`src/wstoi_pkg.sv`:
```
// shared constants, types and status codes of the wide string integer parser
package wstoi_pkg;

  localparam int VALUE_BITS   = 64;
  localparam int OFFSET_BITS  = 32;
  localparam int UNIT_W       = 16;
  localparam int OUT_VALUE_W  = 64;
  localparam int OUT_OFFSET_W = 32;
  localparam int RADIX_W      = 6;
  localparam int DIGIT_W      = 6;
  localparam int FIFO_DEPTH   = 2;
  localparam int CFG_AW       = 3;
  localparam int CFG_DW       = 32;

  localparam int RADIX_OCT = 8;
  localparam int RADIX_DEC = 10;
  localparam int RADIX_HEX = 16;
  localparam int RADIX_MAX = 36;

  localparam logic [RADIX_W-1:0] RADIX_RESET  = RADIX_W'(RADIX_DEC);
  localparam logic               SIGNED_RESET = 1'b1;

  typedef enum logic [0:0] {
    REG_RADIX       = 1'b0,
    REG_SIGNED_MODE = 1'b1
  } reg_idx_t;

  typedef enum logic [1:0] {
    ST_OK        = 2'd0,
    ST_NO_DIGITS = 2'd1,
    ST_RANGE     = 2'd2,
    ST_BAD_BASE  = 2'd3
  } status_t;

  typedef struct packed {
    logic               first;
    logic               ws;
    logic               plus;
    logic               minus;
    logic               zero;
    logic               xch;
    logic               dok;
    logic [DIGIT_W-1:0] dval;
  } unit_class_t;

  typedef struct packed {
    logic [RADIX_W-1:0] radix;
    logic               signed_mode;
  } cfg_t;

endpackage

```
`src/wstoi_in_if.sv`:
```
// input channel: one utf-16 code unit per beat
interface wstoi_in_if import wstoi_pkg::*; ();
  logic              valid;
  logic              ready;
  logic [UNIT_W-1:0] code_unit;
  logic              first_unit;

  modport source(output valid, code_unit, first_unit, input ready);
  modport sink(input valid, code_unit, first_unit, output ready);
endinterface

```
`src/wstoi_out_if.sv`:
```
// result channel: parsed value, end offset and status per beat
interface wstoi_out_if import wstoi_pkg::*; ();
  logic                    valid;
  logic                    ready;
  logic [OUT_VALUE_W-1:0]  value;
  logic [OUT_OFFSET_W-1:0] end_offset;
  logic [1:0]              status;

  modport source(output valid, value, end_offset, status, input ready);
  modport sink(input valid, value, end_offset, status, output ready);
endinterface

```
`src/wstoi_cfg.sv`:
```
// apb register file holding radix and signed mode
module wstoi_cfg import wstoi_pkg::*; (
  input  logic              clk,
  input  logic              rst_n,
  input  logic              psel,
  input  logic              penable,
  input  logic              pwrite,
  input  logic [CFG_AW-1:0] paddr,
  input  logic [CFG_DW-1:0] pwdata,
  output logic [CFG_DW-1:0] prdata,
  output logic              pready,
  output cfg_t              cfg
);

  logic [RADIX_W-1:0] radix_r;
  logic               signed_mode_r;
  reg_idx_t           idx;
  logic               wr_en;

  assign idx    = reg_idx_t'(paddr[2]);
  assign wr_en  = psel && penable && pwrite;
  assign pready = 1'b1;

  always_ff @(posedge clk) begin
    if (!rst_n) begin
      radix_r       <= RADIX_RESET;
      signed_mode_r <= SIGNED_RESET;
    end else if (wr_en) begin
      unique case (idx)
        REG_RADIX:       radix_r       <= pwdata[RADIX_W-1:0];
        REG_SIGNED_MODE: signed_mode_r <= pwdata[0];
        default: ;
      endcase
    end
  end

  always_comb begin
    unique case (idx)
      REG_RADIX:       prdata = CFG_DW'(radix_r);
      REG_SIGNED_MODE: prdata = CFG_DW'(signed_mode_r);
      default:         prdata = '0;
    endcase
  end

  assign cfg.radix       = radix_r;
  assign cfg.signed_mode = signed_mode_r;

endmodule

```
`src/wstoi_front.sv`:
```
// front end: accepts code units, classifies them and queues them for the back end
module wstoi_front import wstoi_pkg::*; (
  input  logic        clk,
  input  logic        rst_n,
  wstoi_in_if.sink    in_beat,
  output unit_class_t q_data,
  output logic        q_valid,
  input  logic        q_pop
);

  localparam int PTR_W = $clog2(FIFO_DEPTH);
  localparam int CNT_W = $clog2(FIFO_DEPTH + 1);

  unit_class_t            mem_r [FIFO_DEPTH];
  logic [PTR_W-1:0]       wr_ptr_r;
  logic [PTR_W-1:0]       rd_ptr_r;
  logic [CNT_W-1:0]       count_r;
  logic                   push;
  unit_class_t            cls;
  logic [UNIT_W-1:0]      c;

  assign c = in_beat.code_unit;

  always_comb begin
    cls       = '0;
    cls.first = in_beat.first_unit;
    cls.ws    = (c == UNIT_W'(16'h0020)) || (c >= UNIT_W'(16'h0009) && c <= UNIT_W'(16'h000D));
    cls.plus  = (c == UNIT_W'(16'h002B));
    cls.minus = (c == UNIT_W'(16'h002D));
    cls.zero  = (c == UNIT_W'(16'h0030));
    cls.xch   = (c == UNIT_W'(16'h0078)) || (c == UNIT_W'(16'h0058));
    if (c >= UNIT_W'(16'h0030) && c <= UNIT_W'(16'h0039)) begin
      cls.dok  = 1'b1;
      cls.dval = DIGIT_W'(c - UNIT_W'(16'h0030));
    end else if (c >= UNIT_W'(16'h0061) && c <= UNIT_W'(16'h007A)) begin
      cls.dok  = 1'b1;
      cls.dval = DIGIT_W'(c - UNIT_W'(16'h0061) + UNIT_W'(RADIX_DEC));
    end else if (c >= UNIT_W'(16'h0041) && c <= UNIT_W'(16'h005A)) begin
      cls.dok  = 1'b1;
      cls.dval = DIGIT_W'(c - UNIT_W'(16'h0041) + UNIT_W'(RADIX_DEC));
    end
  end

  assign in_beat.ready = (count_r != CNT_W'(FIFO_DEPTH));
  assign push          = in_beat.valid && in_beat.ready;
  assign q_valid       = (count_r != '0);
  assign q_data        = mem_r[rd_ptr_r];

  always_ff @(posedge clk) begin
    if (push) begin
      mem_r[wr_ptr_r] <= cls;
    end
  end

  always_ff @(posedge clk) begin
    if (!rst_n) begin
      wr_ptr_r <= '0;
      rd_ptr_r <= '0;
      count_r  <= '0;
    end else begin
      if (push) begin
        wr_ptr_r <= wr_ptr_r + PTR_W'(1);
      end
      if (q_pop) begin
        rd_ptr_r <= rd_ptr_r + PTR_W'(1);
      end
      if (push && !q_pop) begin
        count_r <= count_r + CNT_W'(1);
      end else if (!push && q_pop) begin
        count_r <= count_r - CNT_W'(1);
      end
    end
  end

endmodule

```
`src/wstoi_back.sv`:
```
// back end: parse state machine, accumulator with overflow check and result register
module wstoi_back import wstoi_pkg::*; (
  input  logic        clk,
  input  logic        rst_n,
  input  unit_class_t q_data,
  input  logic        q_valid,
  output logic        q_pop,
  input  cfg_t        cfg,
  wstoi_out_if.source out_beat
);

  localparam int PROD_W = VALUE_BITS + RADIX_W;

  typedef enum logic [6:0] {
    PH_IDLE   = 7'b0000001,
    PH_LEAD   = 7'b0000010,
    PH_SIGNED = 7'b0000100,
    PH_ZERO   = 7'b0001000,
    PH_ZEROX  = 7'b0010000,
    PH_DIGITS = 7'b0100000,
    PH_DONE   = 7'b1000000
  } phase_t;

  localparam logic [VALUE_BITS-1:0] VMAX = '1;
  localparam logic [VALUE_BITS-1:0] SMAX = VMAX >> 1;
  localparam logic [VALUE_BITS-1:0] SMIN = ~SMAX;

  phase_t                  phase_r, phase_nxt, ph;
  logic [RADIX_W-1:0]      base_r, base_nxt;
  logic                    neg_r, neg_nxt;
  logic                    seen_r, seen_nxt;
  logic                    ovf_r, ovf_nxt;
  logic [VALUE_BITS-1:0]   acc_r, acc_nxt;
  logic [OFFSET_BITS-1:0]  pos_r, pos_nxt, pos_cur;
  logic [OFFSET_BITS-1:0]  pm_r, pm_nxt;
  logic                    us_r, us_nxt;

  logic                    out_valid_r;
  logic [OUT_VALUE_W-1:0]  out_value_r;
  logic [OUT_OFFSET_W-1:0] out_offset_r;
  status_t                 out_status_r;

  logic                    adv, active, start, do_dig, fin;
  logic [OFFSET_BITS-1:0]  fin_off;
  logic [PROD_W-1:0]       prod;
  logic                    emit;
  logic [VALUE_BITS-1:0]   emit_val;
  logic [OFFSET_BITS-1:0]  emit_off;
  status_t                 emit_st;
  unit_class_t             u;

  assign u     = q_data;
  assign adv   = q_valid && (!out_valid_r || out_beat.ready);
  assign q_pop = adv;

  always_comb begin
    ph       = phase_r;
    base_nxt = base_r;
    neg_nxt  = neg_r;
    seen_nxt = seen_r;
    ovf_nxt  = ovf_r;
    acc_nxt  = acc_r;
    pos_cur  = pos_r;
    pm_nxt   = pm_r;
    us_nxt   = us_r;
    if (u.first) begin
      ph       = PH_LEAD;
      base_nxt = cfg.radix;
      us_nxt   = cfg.signed_mode;
      neg_nxt  = 1'b0;
      seen_nxt = 1'b0;
      ovf_nxt  = 1'b0;
      acc_nxt  = '0;
      pos_cur  = '0;
      pm_nxt   = '0;
    end
    active    = u.first || (ph != PH_IDLE && ph != PH_DONE);
    phase_nxt = ph;
    start     = 1'b0;
    do_dig    = 1'b0;
    fin       = 1'b0;
    fin_off   = '0;
    emit      = 1'b0;
    emit_val  = '0;
    emit_off  = '0;
    emit_st   = ST_OK;

    unique case (ph)
      PH_LEAD: begin
        if (u.ws) begin
          phase_nxt = PH_LEAD;
        end else if (u.plus) begin
          phase_nxt = PH_SIGNED;
        end else if (u.minus) begin
          neg_nxt   = 1'b1;
          phase_nxt = PH_SIGNED;
        end else begin
          start = 1'b1;
        end
      end
      PH_SIGNED: start = 1'b1;
      PH_ZERO: begin
        if (u.xch) begin
          pm_nxt    = pos_cur;
          phase_nxt = PH_ZEROX;
        end else begin
          base_nxt  = (base_nxt == '0) ? RADIX_W'(RADIX_OCT) : RADIX_W'(RADIX_HEX);
          seen_nxt  = 1'b1;
          acc_nxt   = '0;
          phase_nxt = PH_DIGITS;
          do_dig    = 1'b1;
        end
      end
      PH_ZEROX: begin
        if (u.dok && u.dval < DIGIT_W'(RADIX_HEX)) begin
          base_nxt  = RADIX_W'(RADIX_HEX);
          phase_nxt = PH_DIGITS;
          do_dig    = 1'b1;
        end else begin
          base_nxt = (base_nxt == '0) ? RADIX_W'(RADIX_OCT) : RADIX_W'(RADIX_HEX);
          seen_nxt = 1'b1;
          acc_nxt  = '0;
          fin      = 1'b1;
          fin_off  = pm_nxt;
        end
      end
      PH_DIGITS: do_dig = 1'b1;
      PH_IDLE, PH_DONE: ;
      default: ;
    endcase

    if (start) begin
      if (base_nxt == RADIX_W'(1) || base_nxt > RADIX_W'(RADIX_MAX)) begin
        emit      = 1'b1;
        emit_st   = ST_BAD_BASE;
        phase_nxt = PH_DONE;
      end else if ((base_nxt == '0 || base_nxt == RADIX_W'(RADIX_HEX)) && u.zero) begin
        phase_nxt = PH_ZERO;
      end else begin
        if (base_nxt == '0) begin
          base_nxt = RADIX_W'(RADIX_DEC);
        end
        phase_nxt = PH_DIGITS;
        do_dig    = 1'b1;
      end
    end

    prod = PROD_W'(acc_nxt) * PROD_W'(base_nxt) + PROD_W'(u.dval);

    if (do_dig) begin
      if (!u.dok || u.dval >= DIGIT_W'(base_nxt)) begin
        fin     = 1'b1;
        fin_off = seen_nxt ? pos_cur : '0;
      end else begin
        seen_nxt = 1'b1;
        if (!ovf_nxt) begin
          if (prod[PROD_W-1:VALUE_BITS] != '0) begin
            ovf_nxt = 1'b1;
          end else begin
            acc_nxt = prod[VALUE_BITS-1:0];
          end
        end
      end
    end

    if (fin) begin
      emit      = 1'b1;
      phase_nxt = PH_DONE;
      emit_off  = fin_off;
      if (!seen_nxt) begin
        emit_st  = ST_NO_DIGITS;
        emit_off = '0;
      end else if (!us_nxt) begin
        if (ovf_nxt) begin
          emit_val = VMAX;
          emit_st  = ST_RANGE;
        end else begin
          emit_val = neg_nxt ? (VALUE_BITS'(0) - acc_nxt) : acc_nxt;
        end
      end else if (neg_nxt) begin
        if (ovf_nxt || (acc_nxt[VALUE_BITS-1] && acc_nxt[VALUE_BITS-2:0] != '0)) begin
          emit_val = SMIN;
          emit_st  = ST_RANGE;
        end else begin
          emit_val = VALUE_BITS'(0) - acc_nxt;
        end
      end else begin
        if (ovf_nxt || acc_nxt[VALUE_BITS-1]) begin
          emit_val = SMAX;
          emit_st  = ST_RANGE;
        end else begin
          emit_val = acc_nxt;
        end
      end
    end

    pos_nxt = pos_cur;
    if (active && pos_cur != '1) begin
      pos_nxt = pos_cur + OFFSET_BITS'(1);
    end
  end

  always_ff @(posedge clk) begin
    if (!rst_n) begin
      phase_r <= PH_IDLE;
      base_r  <= '0;
      neg_r   <= 1'b0;
      seen_r  <= 1'b0;
      ovf_r   <= 1'b0;
      acc_r   <= '0;
      pos_r   <= '0;
      pm_r    <= '0;
      us_r    <= SIGNED_RESET;
    end else if (adv) begin
      phase_r <= phase_nxt;
      base_r  <= base_nxt;
      neg_r   <= neg_nxt;
      seen_r  <= seen_nxt;
      ovf_r   <= ovf_nxt;
      acc_r   <= acc_nxt;
      pos_r   <= pos_nxt;
      pm_r    <= pm_nxt;
      us_r    <= us_nxt;
    end
  end

  always_ff @(posedge clk) begin
    if (!rst_n) begin
      out_valid_r <= 1'b0;
    end else if (adv && emit) begin
      out_valid_r <= 1'b1;
    end else if (out_beat.ready) begin
      out_valid_r <= 1'b0;
    end
  end

  always_ff @(posedge clk) begin
    if (adv && emit) begin
      out_value_r  <= OUT_VALUE_W'(emit_val);
      out_offset_r <= OUT_OFFSET_W'(emit_off);
      out_status_r <= emit_st;
    end
  end

  assign out_beat.valid      = out_valid_r;
  assign out_beat.value      = out_value_r;
  assign out_beat.end_offset = out_offset_r;
  assign out_beat.status     = out_status_r;

endmodule

```
`src/wide_string_to_integer_parser.sv`:
```
// top level of the streaming wide string to integer parser
//
// usage
// - in_beat carries one utf-16 code unit per beat; first_unit marks the
//   first unit of a string and restarts the parse, dropping any parse
//   in progress without a result
// - out_beat carries one result per string: value, end_offset, status
//   (ok, no digits, out of range with clamped value, invalid base)
// - radix and signed_mode sit at apb byte addresses 0 and 4; they are
//   sampled with each first unit and should be written while idle
// - one code unit is taken per cycle while the queue has room; the
//   terminating unit's result passes the queue, then the
//   state machine with its 64 by 6 bit multiply-add into the result register
// - units after a result and before the next first unit are dropped
// - a stalled result register holds the parse; the two-entry queue keeps
//   accepting until it fills, then in_beat.ready falls
// - reset returns to idle with radix 10 and signed mode on, and no
//   result pending
module wide_string_to_integer_parser import wstoi_pkg::*; (
  input  logic              clk,
  input  logic              rst_n,
  wstoi_in_if.sink          in_beat,
  wstoi_out_if.source       out_beat,
  input  logic              psel,
  input  logic              penable,
  input  logic              pwrite,
  input  logic [CFG_AW-1:0] paddr,
  input  logic [CFG_DW-1:0] pwdata,
  output logic [CFG_DW-1:0] prdata,
  output logic              pready
);

  unit_class_t q_data;
  logic        q_valid;
  logic        q_pop;
  cfg_t        cfg;

  wstoi_cfg u_cfg (
    .clk     (clk),
    .rst_n   (rst_n),
    .psel    (psel),
    .penable (penable),
    .pwrite  (pwrite),
    .paddr   (paddr),
    .pwdata  (pwdata),
    .prdata  (prdata),
    .pready  (pready),
    .cfg     (cfg)
  );

  wstoi_front u_front (
    .clk     (clk),
    .rst_n   (rst_n),
    .in_beat (in_beat),
    .q_data  (q_data),
    .q_valid (q_valid),
    .q_pop   (q_pop)
  );

  wstoi_back u_back (
    .clk      (clk),
    .rst_n    (rst_n),
    .q_data   (q_data),
    .q_valid  (q_valid),
    .q_pop    (q_pop),
    .cfg      (cfg),
    .out_beat (out_beat)
  );

endmodule

```
`src/flat_wrapper.sv`:
```
// flat-port wrapper written by rule: the top's interface ports become plain ports
module wide_string_to_integer_parser_flat import wstoi_pkg::*;
  (clk, rst_n, psel, penable, pwrite, paddr, pwdata, prdata, pready, in_beat_valid, in_beat_code_unit, in_beat_first_unit, in_beat_ready, out_beat_valid, out_beat_value, out_beat_end_offset, out_beat_status, out_beat_ready);
  wstoi_in_if in_beat_i ();
  wstoi_out_if out_beat_i ();
  input  logic clk;
  input  logic rst_n;
  input  logic psel;
  input  logic penable;
  input  logic pwrite;
  input  logic [CFG_AW-1:0] paddr;
  input  logic [CFG_DW-1:0] pwdata;
  output logic [CFG_DW-1:0] prdata;
  output logic pready;
  input wire logic [$bits(in_beat_i.valid)-1:0] in_beat_valid;
  input wire logic [$bits(in_beat_i.code_unit)-1:0] in_beat_code_unit;
  input wire logic [$bits(in_beat_i.first_unit)-1:0] in_beat_first_unit;
  output wire logic [$bits(in_beat_i.ready)-1:0] in_beat_ready;
  output wire logic [$bits(out_beat_i.valid)-1:0] out_beat_valid;
  output wire logic [$bits(out_beat_i.value)-1:0] out_beat_value;
  output wire logic [$bits(out_beat_i.end_offset)-1:0] out_beat_end_offset;
  output wire logic [$bits(out_beat_i.status)-1:0] out_beat_status;
  input wire logic [$bits(out_beat_i.ready)-1:0] out_beat_ready;
  assign in_beat_i.valid = in_beat_valid;
  assign in_beat_i.code_unit = in_beat_code_unit;
  assign in_beat_i.first_unit = in_beat_first_unit;
  assign in_beat_ready = in_beat_i.ready;
  assign out_beat_valid = out_beat_i.valid;
  assign out_beat_value = out_beat_i.value;
  assign out_beat_end_offset = out_beat_i.end_offset;
  assign out_beat_status = out_beat_i.status;
  assign out_beat_i.ready = out_beat_ready;
  wide_string_to_integer_parser u_core (.clk(clk), .rst_n(rst_n), .in_beat(in_beat_i), .out_beat(out_beat_i), .psel(psel), .penable(penable), .pwrite(pwrite), .paddr(paddr), .pwdata(pwdata), .prdata(prdata), .pready(pready));
endmodule
```
`config.mk`:
```
export PLATFORM = sky130hd
export DESIGN_NAME = wide_string_to_integer_parser_flat
export DESIGN_NICKNAME = d
export VERILOG_FILES = /design/src/wstoi_pkg.sv /design/src/wstoi_in_if.sv /design/src/wstoi_out_if.sv /design/src/wstoi_cfg.sv /design/src/wstoi_front.sv /design/src/wstoi_back.sv /design/src/wide_string_to_integer_parser.sv /design/src/flat_wrapper.sv
export SDC_FILE = /design/constraint.sdc
export NUM_CORES = 2
export LEC_CHECK = 0
export BUFFER_PORTS_ARGS = -buffer_cell sky130_fd_sc_hd__buf_4
export CAP_MARGIN = 30
export CELL_PAD_IN_SITES_DETAIL_PLACEMENT = 1
export CELL_PAD_IN_SITES_GLOBAL_PLACEMENT = 1
export CORE_ASPECT_RATIO = 1.25
export CORE_MARGIN = 5
export CORE_UTILIZATION = 45
export CTS_CLUSTER_DIAMETER = 50
export DETAILED_ROUTE_END_ITERATION = 12
export GPL_TIMING_DRIVEN = 0
export HOLD_SLACK_MARGIN = 0.08
export PLACE_DENSITY_LB_ADDON = 0.1
export REMOVE_ABC_BUFFERS = 1
export SLEW_MARGIN = 5
export SYNTH_ARGS = -nofsm -noshare
export SYNTH_HDL_FRONTEND = slang
export SYNTH_HIERARCHICAL = 1
export SYNTH_SLANG_ARGS = --single-unit
```
`constraint.sdc`:
```
create_clock -name clk -period 28.6 [get_ports clk]
set_clock_uncertainty 0.2 [all_clocks]
set_input_delay 5.72 -clock clk [delete_from_list [all_inputs] [get_ports clk]]
set_output_delay 5.72 -clock clk [all_outputs]
set_load 0.01 [all_outputs]
```
Word level (Yosys, flattened, before mapping)

Memory sizes are Yosys's and may differ from the RTL's. A register that Yosys moved wholly into a read port is not among the register bits.
Cells that the tools add are included.

Add/subtract/negate cells: 12
Multipliers: 1
$lt $le $gt $ge: 11
Equality and inequality tests: 17
Muxes and demuxes: 99
Bitwise logic cells: 1
Reduce and logical (&&, ||, !) cells: 39

Operator list:

| kind                    | count |
|---|---|
| $mux W64                | 13 |
| $mux W32                | 10 |
| $pmux W64 S2            | 1 |
| $mux W7                 | 11 |
| $add A70 B6 Y70         | 1 |
| $mul A64 B6 Y70         | 1 |
| $eq A16 B6 Y1 const B   | 4 |
| $pmux W32 S2            | 1 |
| $sub A1 B64 Y64 const A | 1 |
| $reduce_bool A63 Y1     | 1 |
| $mux W6                 | 8 |
| $mux W1                 | 37 |
| $add A32 B1 Y32 const B | 1 |
| $eq A16 B7 Y1 const B   | 2 |
| $ge A16 B7 Y1 const B   | 2 |
| $le A16 B7 Y1 const B   | 2 |
| $ne A32 B32 Y1 const B  | 1 |
| $mux W2                 | 11 |
| $pmux W7 S3             | 1 |
| $ge A16 B4 Y1 const B   | 1 |
| $ge A16 B6 Y1 const B   | 1 |
| $le A16 B4 Y1 const B   | 1 |
| $le A16 B6 Y1 const B   | 1 |
| $logic_and A1 B1 Y1     | 16 |
| other kinds (30)        | 51 |

Register bits: 255
Memory bits (writable): 26
Memories: 1

Memories:

| name                 | depth | width | rd ports | clocked after Yosys merged registers in | write ports | line              | RTL |
|---|---|---|---|---|---|---|---|
| u_core.u_front.mem_r | 2     | 13    | 1        | 1                                       | 1           | wstoi_front.sv:14 | `unit_class_t mem_r [FIFO_DEPTH];` |

Longest topological paths before layout

Depth in word-level cells: 26
Depth in mapped cells: 48
Depth with buffers taken out: 36

Modules after synthesis

The synthesis kept the hierarchy.

Modules (own cells, without submodules):

| module      | instances | cells an instance | area each (um^2) |
|---|---|---|---|
| wstoi_back  | 1         | 3323              | 26828.2 |
| wstoi_front | 1         | 136               | 1679.1 |
| wstoi_cfg   | 1         | 68                | 583.1 |

Worst setup path after synthesis

No wires, ideal clock.

Path kind: input to output
Start point: input port paddr[2]
End point: output port prdata[0]
Arrival: 6055 ps
Required time: 22680 ps
Setup slack: 16625 ps
Cell stages on the path: 1
Path buffers: 0
Path through: mux2_2

Longest elaborated chain between the ends: 2

Ends and longest elaborated chain:

| element            | line               | RTL |
|---|---|---|
| start: declaration | flat_wrapper.sv:11 | `input logic [CFG_AW-1:0] paddr;` |
| $not A1 Y1         | -                  |  |
| $pmux W32 S2 (*)   | wstoi_cfg.sv:38    | `unique case (idx)` |
| end: declaration   | flat_wrapper.sv:13 | `output logic [CFG_DW-1:0] prdata;` |

Every way passes the cells marked *; elsewhere a longest branch is shown, timed or not. The select of a mux whose other input is x is not followed.

==> results.md <==
- Synth cell types: 106
- Post-synth EDFFs: 124
- DRT antenna net count: 0
- Final WL: 111000 um
- CTS tree: built
- Period Utilization, post-route: 56.2%
- Total GRT Usage: 31.2%
- Clock Tree Buf Depth: 3
- Post-Syn Area: 29100 um^2
- Post-CTS Setup Bufs: 0
- Buf/Inv on CP: 5
- Worst Hold Launch: u_core/u_back/seen_r
- Hold Crit Class: flip-flop to flip-flop
- CTS sink cnt: 282
- H-tree levels: 2
- Later-pin clock latency in the skew report: 570 ps
- Hold path cells: 2
- R2r endpoint: u_core/u_back/out_beat.value[6]
- Row cnt: 104
- DPL Wire Length: 85500 um
- Clk root buf: clkbuf_16
- Yosys warning total: 6
- First-pass GRT wire length: 173000 um
- Final Slew Violations: 0
- Most frequent cell on the critical path: fa_1
- DR pass1 iterations: 7
- Ys async rst share: 0%
- Worst r2r path cells: 36
- DRC Markers: 0
- R2R setup slack: 12520 ps
- Detailed Route Iter0 Violations: 2015
- Area of the core: 64300 um^2
- Switching Share: 51.1%
- Critical path's top delay family: simple AND/OR/NAND/NOR gates
- Worst slack, placed: 13030 ps
- Sequential share of power: 21.2%
- Initial Util: 45.3%
- Filler Cells Inserted: 7688
- Via/cell ratio: 6.20
- Max_cap viols: 0
- Worst Path Required: 28690 ps
- Synthesis-stage register bit count: 282
- Synth Flop Type: dfxtp_1
- Gp weighted congestion: 0.917
- LEAKAGE: 13.5 nW
- Largest net degree at the start of global routing: 86
- Status: finished clean
- CP Class: flip-flop to flip-flop
- Sequential area share after synthesis: 23.7%
- Final WS setup: 12520 ps
- Final setup fails: 0
- Max_slew headroom: 29.0%
- Antenna violations before repair: 4
- I/O pin total: 192
- Startpoint Class: flip-flop
- Mapped Avg Cell Area: 8.25 um^2
- Vias post-DR: 27300
- Element type at the critical path end: flip-flop
- Clock Pin Slew Worst Setup and Hold Paths: 60 ps
- Pint: 1.28 mW
- Slowest cell on crit path: nand2_2
- Clock power share: 18.8%
- Post-route minimum period: 16080 ps
- Die H: 294 um
- CTS resizes: 0
- CP max FO: 66
- Commonest non-fill, non-tap cells in the layout: 667 x nor2_1, 312 x nand2_1, 252 x fa_1, 242 x a21oi_1, 176 x o21ai_0
- Hold-fix buffers, CTS: 0
- Cts bufs inserted: 38
- Die W: 237 um
- Final TNS setup: 0 ps
- Crit-path max cell delay: 900 ps
- Worst-Margin Slew: 1050 ps
- Share of cells above drive strength 1: 10.0%
- RSZ-0062 raised after global routing: no
- WHS Endpoint: u_core/u_back/seen_r
- WL per Instance: 25.2 um
- Switching pwr: 1.34 mW
- Nets: 3997
- Hold Vio Cnt, Final: 0
- Vias in the first global route: 29100
- PwrDens: 81.1 nW/um^2
- Comb pwr share: 59.9%
- Buffers on Ports: 136
- CP arrival: 16170 ps
- Mapped Cells: 3527
- Congestion Overflow GR: 0
- Fmax: 0.0622 GHz
- Most common cell after layout, fill and taps aside: nor2_1
- Area delta synth->final: 11.1%
- Max rail drop VDD: 0.0000638 V
- Die ar.: 69900 um^2
==> metrics by stage <==
stage	util [%]	total power, mW	cells	hold WS [ps]	cell area (um^2)
after global routing	50.3	2.79	4402	328	32300
after CTS	50.2	2.61	4399	297	32300
after floorplan	-	1.54	3310	252	28000
final	50.3	2.62	4403	290	32300
after detailed placement	48.2	2.09	4329	282	31000
after global placement	46.9	2.02	4294	267	30100
==> sequential cells by signal, summed over array words and instances, names as in the netlist, 2 cells and up, named ones only <==
signal                             cells
u_core/u_back/out_beat.end_offset     32
u_core/u_back/pos_r                   32
u_core/u_front/mem_r                  26
u_core/u_back/phase_r                  7
u_core/u_back/acc_r                   64
u_core/u_back/out_beat.value          64
u_core/u_back/base_r                   6
u_core/u_back/out_beat.status          2
u_core/u_back/pm_r                    32
u_core/u_front/count_r                 2
u_core/u_cfg/radix_r                   6
==> cell type report <==
type | count | area (um^2) | share of cell area [%]
clock inverters | 26 | 304 | 0.940
inverters | 101 | 393 | 1.22
multi-input cells | 2927 | 20900 | 64.7
flip-flops and latches | 282 | 6890 | 21.3
well taps | 848 | 1060 | 3.28
repair buffers | 174 | 1770 | 5.47
diodes | 1 | 2.50 | 0.00774
clock buffers | 44 | 993 | 3.07
==> synth_stat cells, types with 18 or more instances <==
library cell	instances	share of area (%)
nor3_1	96	1.7
fa_1	252	17
nor4_1	20	0.43
xnor2_1	55	1.7
o22ai_1	19	0.41
and3_1	44	0.95
a211oi_1	63	1.6
xor2_1	40	1.2
clkbuf_1	136	1.8
buf_1	18	0.23
a22oi_1	41	1.1
a31oi_1	32	0.69
o21a_1	28	0.72
buf_2	47	0.81
o21ai_1	44	0.76
buf_4	31	0.80
nor2_1	675	8.7
nor2b_1	33	0.71
o211ai_1	19	0.49
a22o_1	33	0.99
inv_1	98	1.3
dfxtp_1	158	11
nand4_1	56	1.2
ha_1	162	7.0
edfxtp_1	124	13
nand2_1	317	4.1
o21ai_0	177	3.0
nand3_1	101	1.7
a21oi_1	245	4.2
mux2_2	19	0.74
and2_1	41	0.88
mux2i_1	29	1.0
==> logic make-up (layout without fill, tap and decap cells) <==
logic type / count (synthesis) / count (layout) / synth area share, %
buffers and inverters: 343 / 345 / 5.23
muxes: 49 / 49 / 1.78
xor gates and xnor gates: 95 / 95 / 2.86
DFF: 282 / 282 / 23.7
other: 2 / 28 / 0.0258
and+or+nand+nor: 1513 / 1513 / 24.2
AOI/OAI and AO/OA: 829 / 829 / 17.9
adders and majority gates: 414 / 414 / 24.3
==> per-layer routing <==
metal / global-route usage, % / wire length [um] / up-vias
met4: 13.0 / 5350 / 2
li1: - / - / 12300
met1: 39.9 / 46000 / 13800
met5: 0 / 14 / -
met2: 53.0 / 53200 / 910
met3: 4.50 / 6470 / 238
==> worst register-to-register path, delay by kind of cell, from the launching register on <==
family                     cells  cell delay (ps)
AOI/OAI and AO/OA             11             4170
and+or+nand+nor               13             6690
buffers and inverters          5              720
muxes                          1              650
adders and majority gates      6             2710
DFF                            1              660
==> power groups by stage <==
| stage | registers [mW] | logic (mW) | clock network, mW |
|---|---|---|---|
| final | 0.556 | 1.57 | 0.494 |
| after global placement | 0.565 | 1.46 | 0 |
| after floorplan | 0.547 | 0.989 | 0 |
| after global routing | 0.563 | 1.70 | 0.525 |
| after detailed placement | 0.562 | 1.53 | 0 |
| after CTS | 0.554 | 1.55 | 0.507 |
==> worst max path at each step <==
stage / start / endpoint / cells past startpoint
after floorplan: flip-flop / u_core/u_back/out_beat.value[1] / 30
after global placement: flip-flop / u_core/u_back/out_beat.value[4] / 29
after detailed placement: flip-flop / u_core/u_back/out_beat.value[6] / 36
after CTS: flip-flop / u_core/u_back/out_beat.value[6] / 36
after global routing: flip-flop / u_core/u_back/out_beat.value[6] / 36
final: flip-flop / u_core/u_back/out_beat.value[6] / 36
Note: power is estimated with default switching activity, not from simulation.
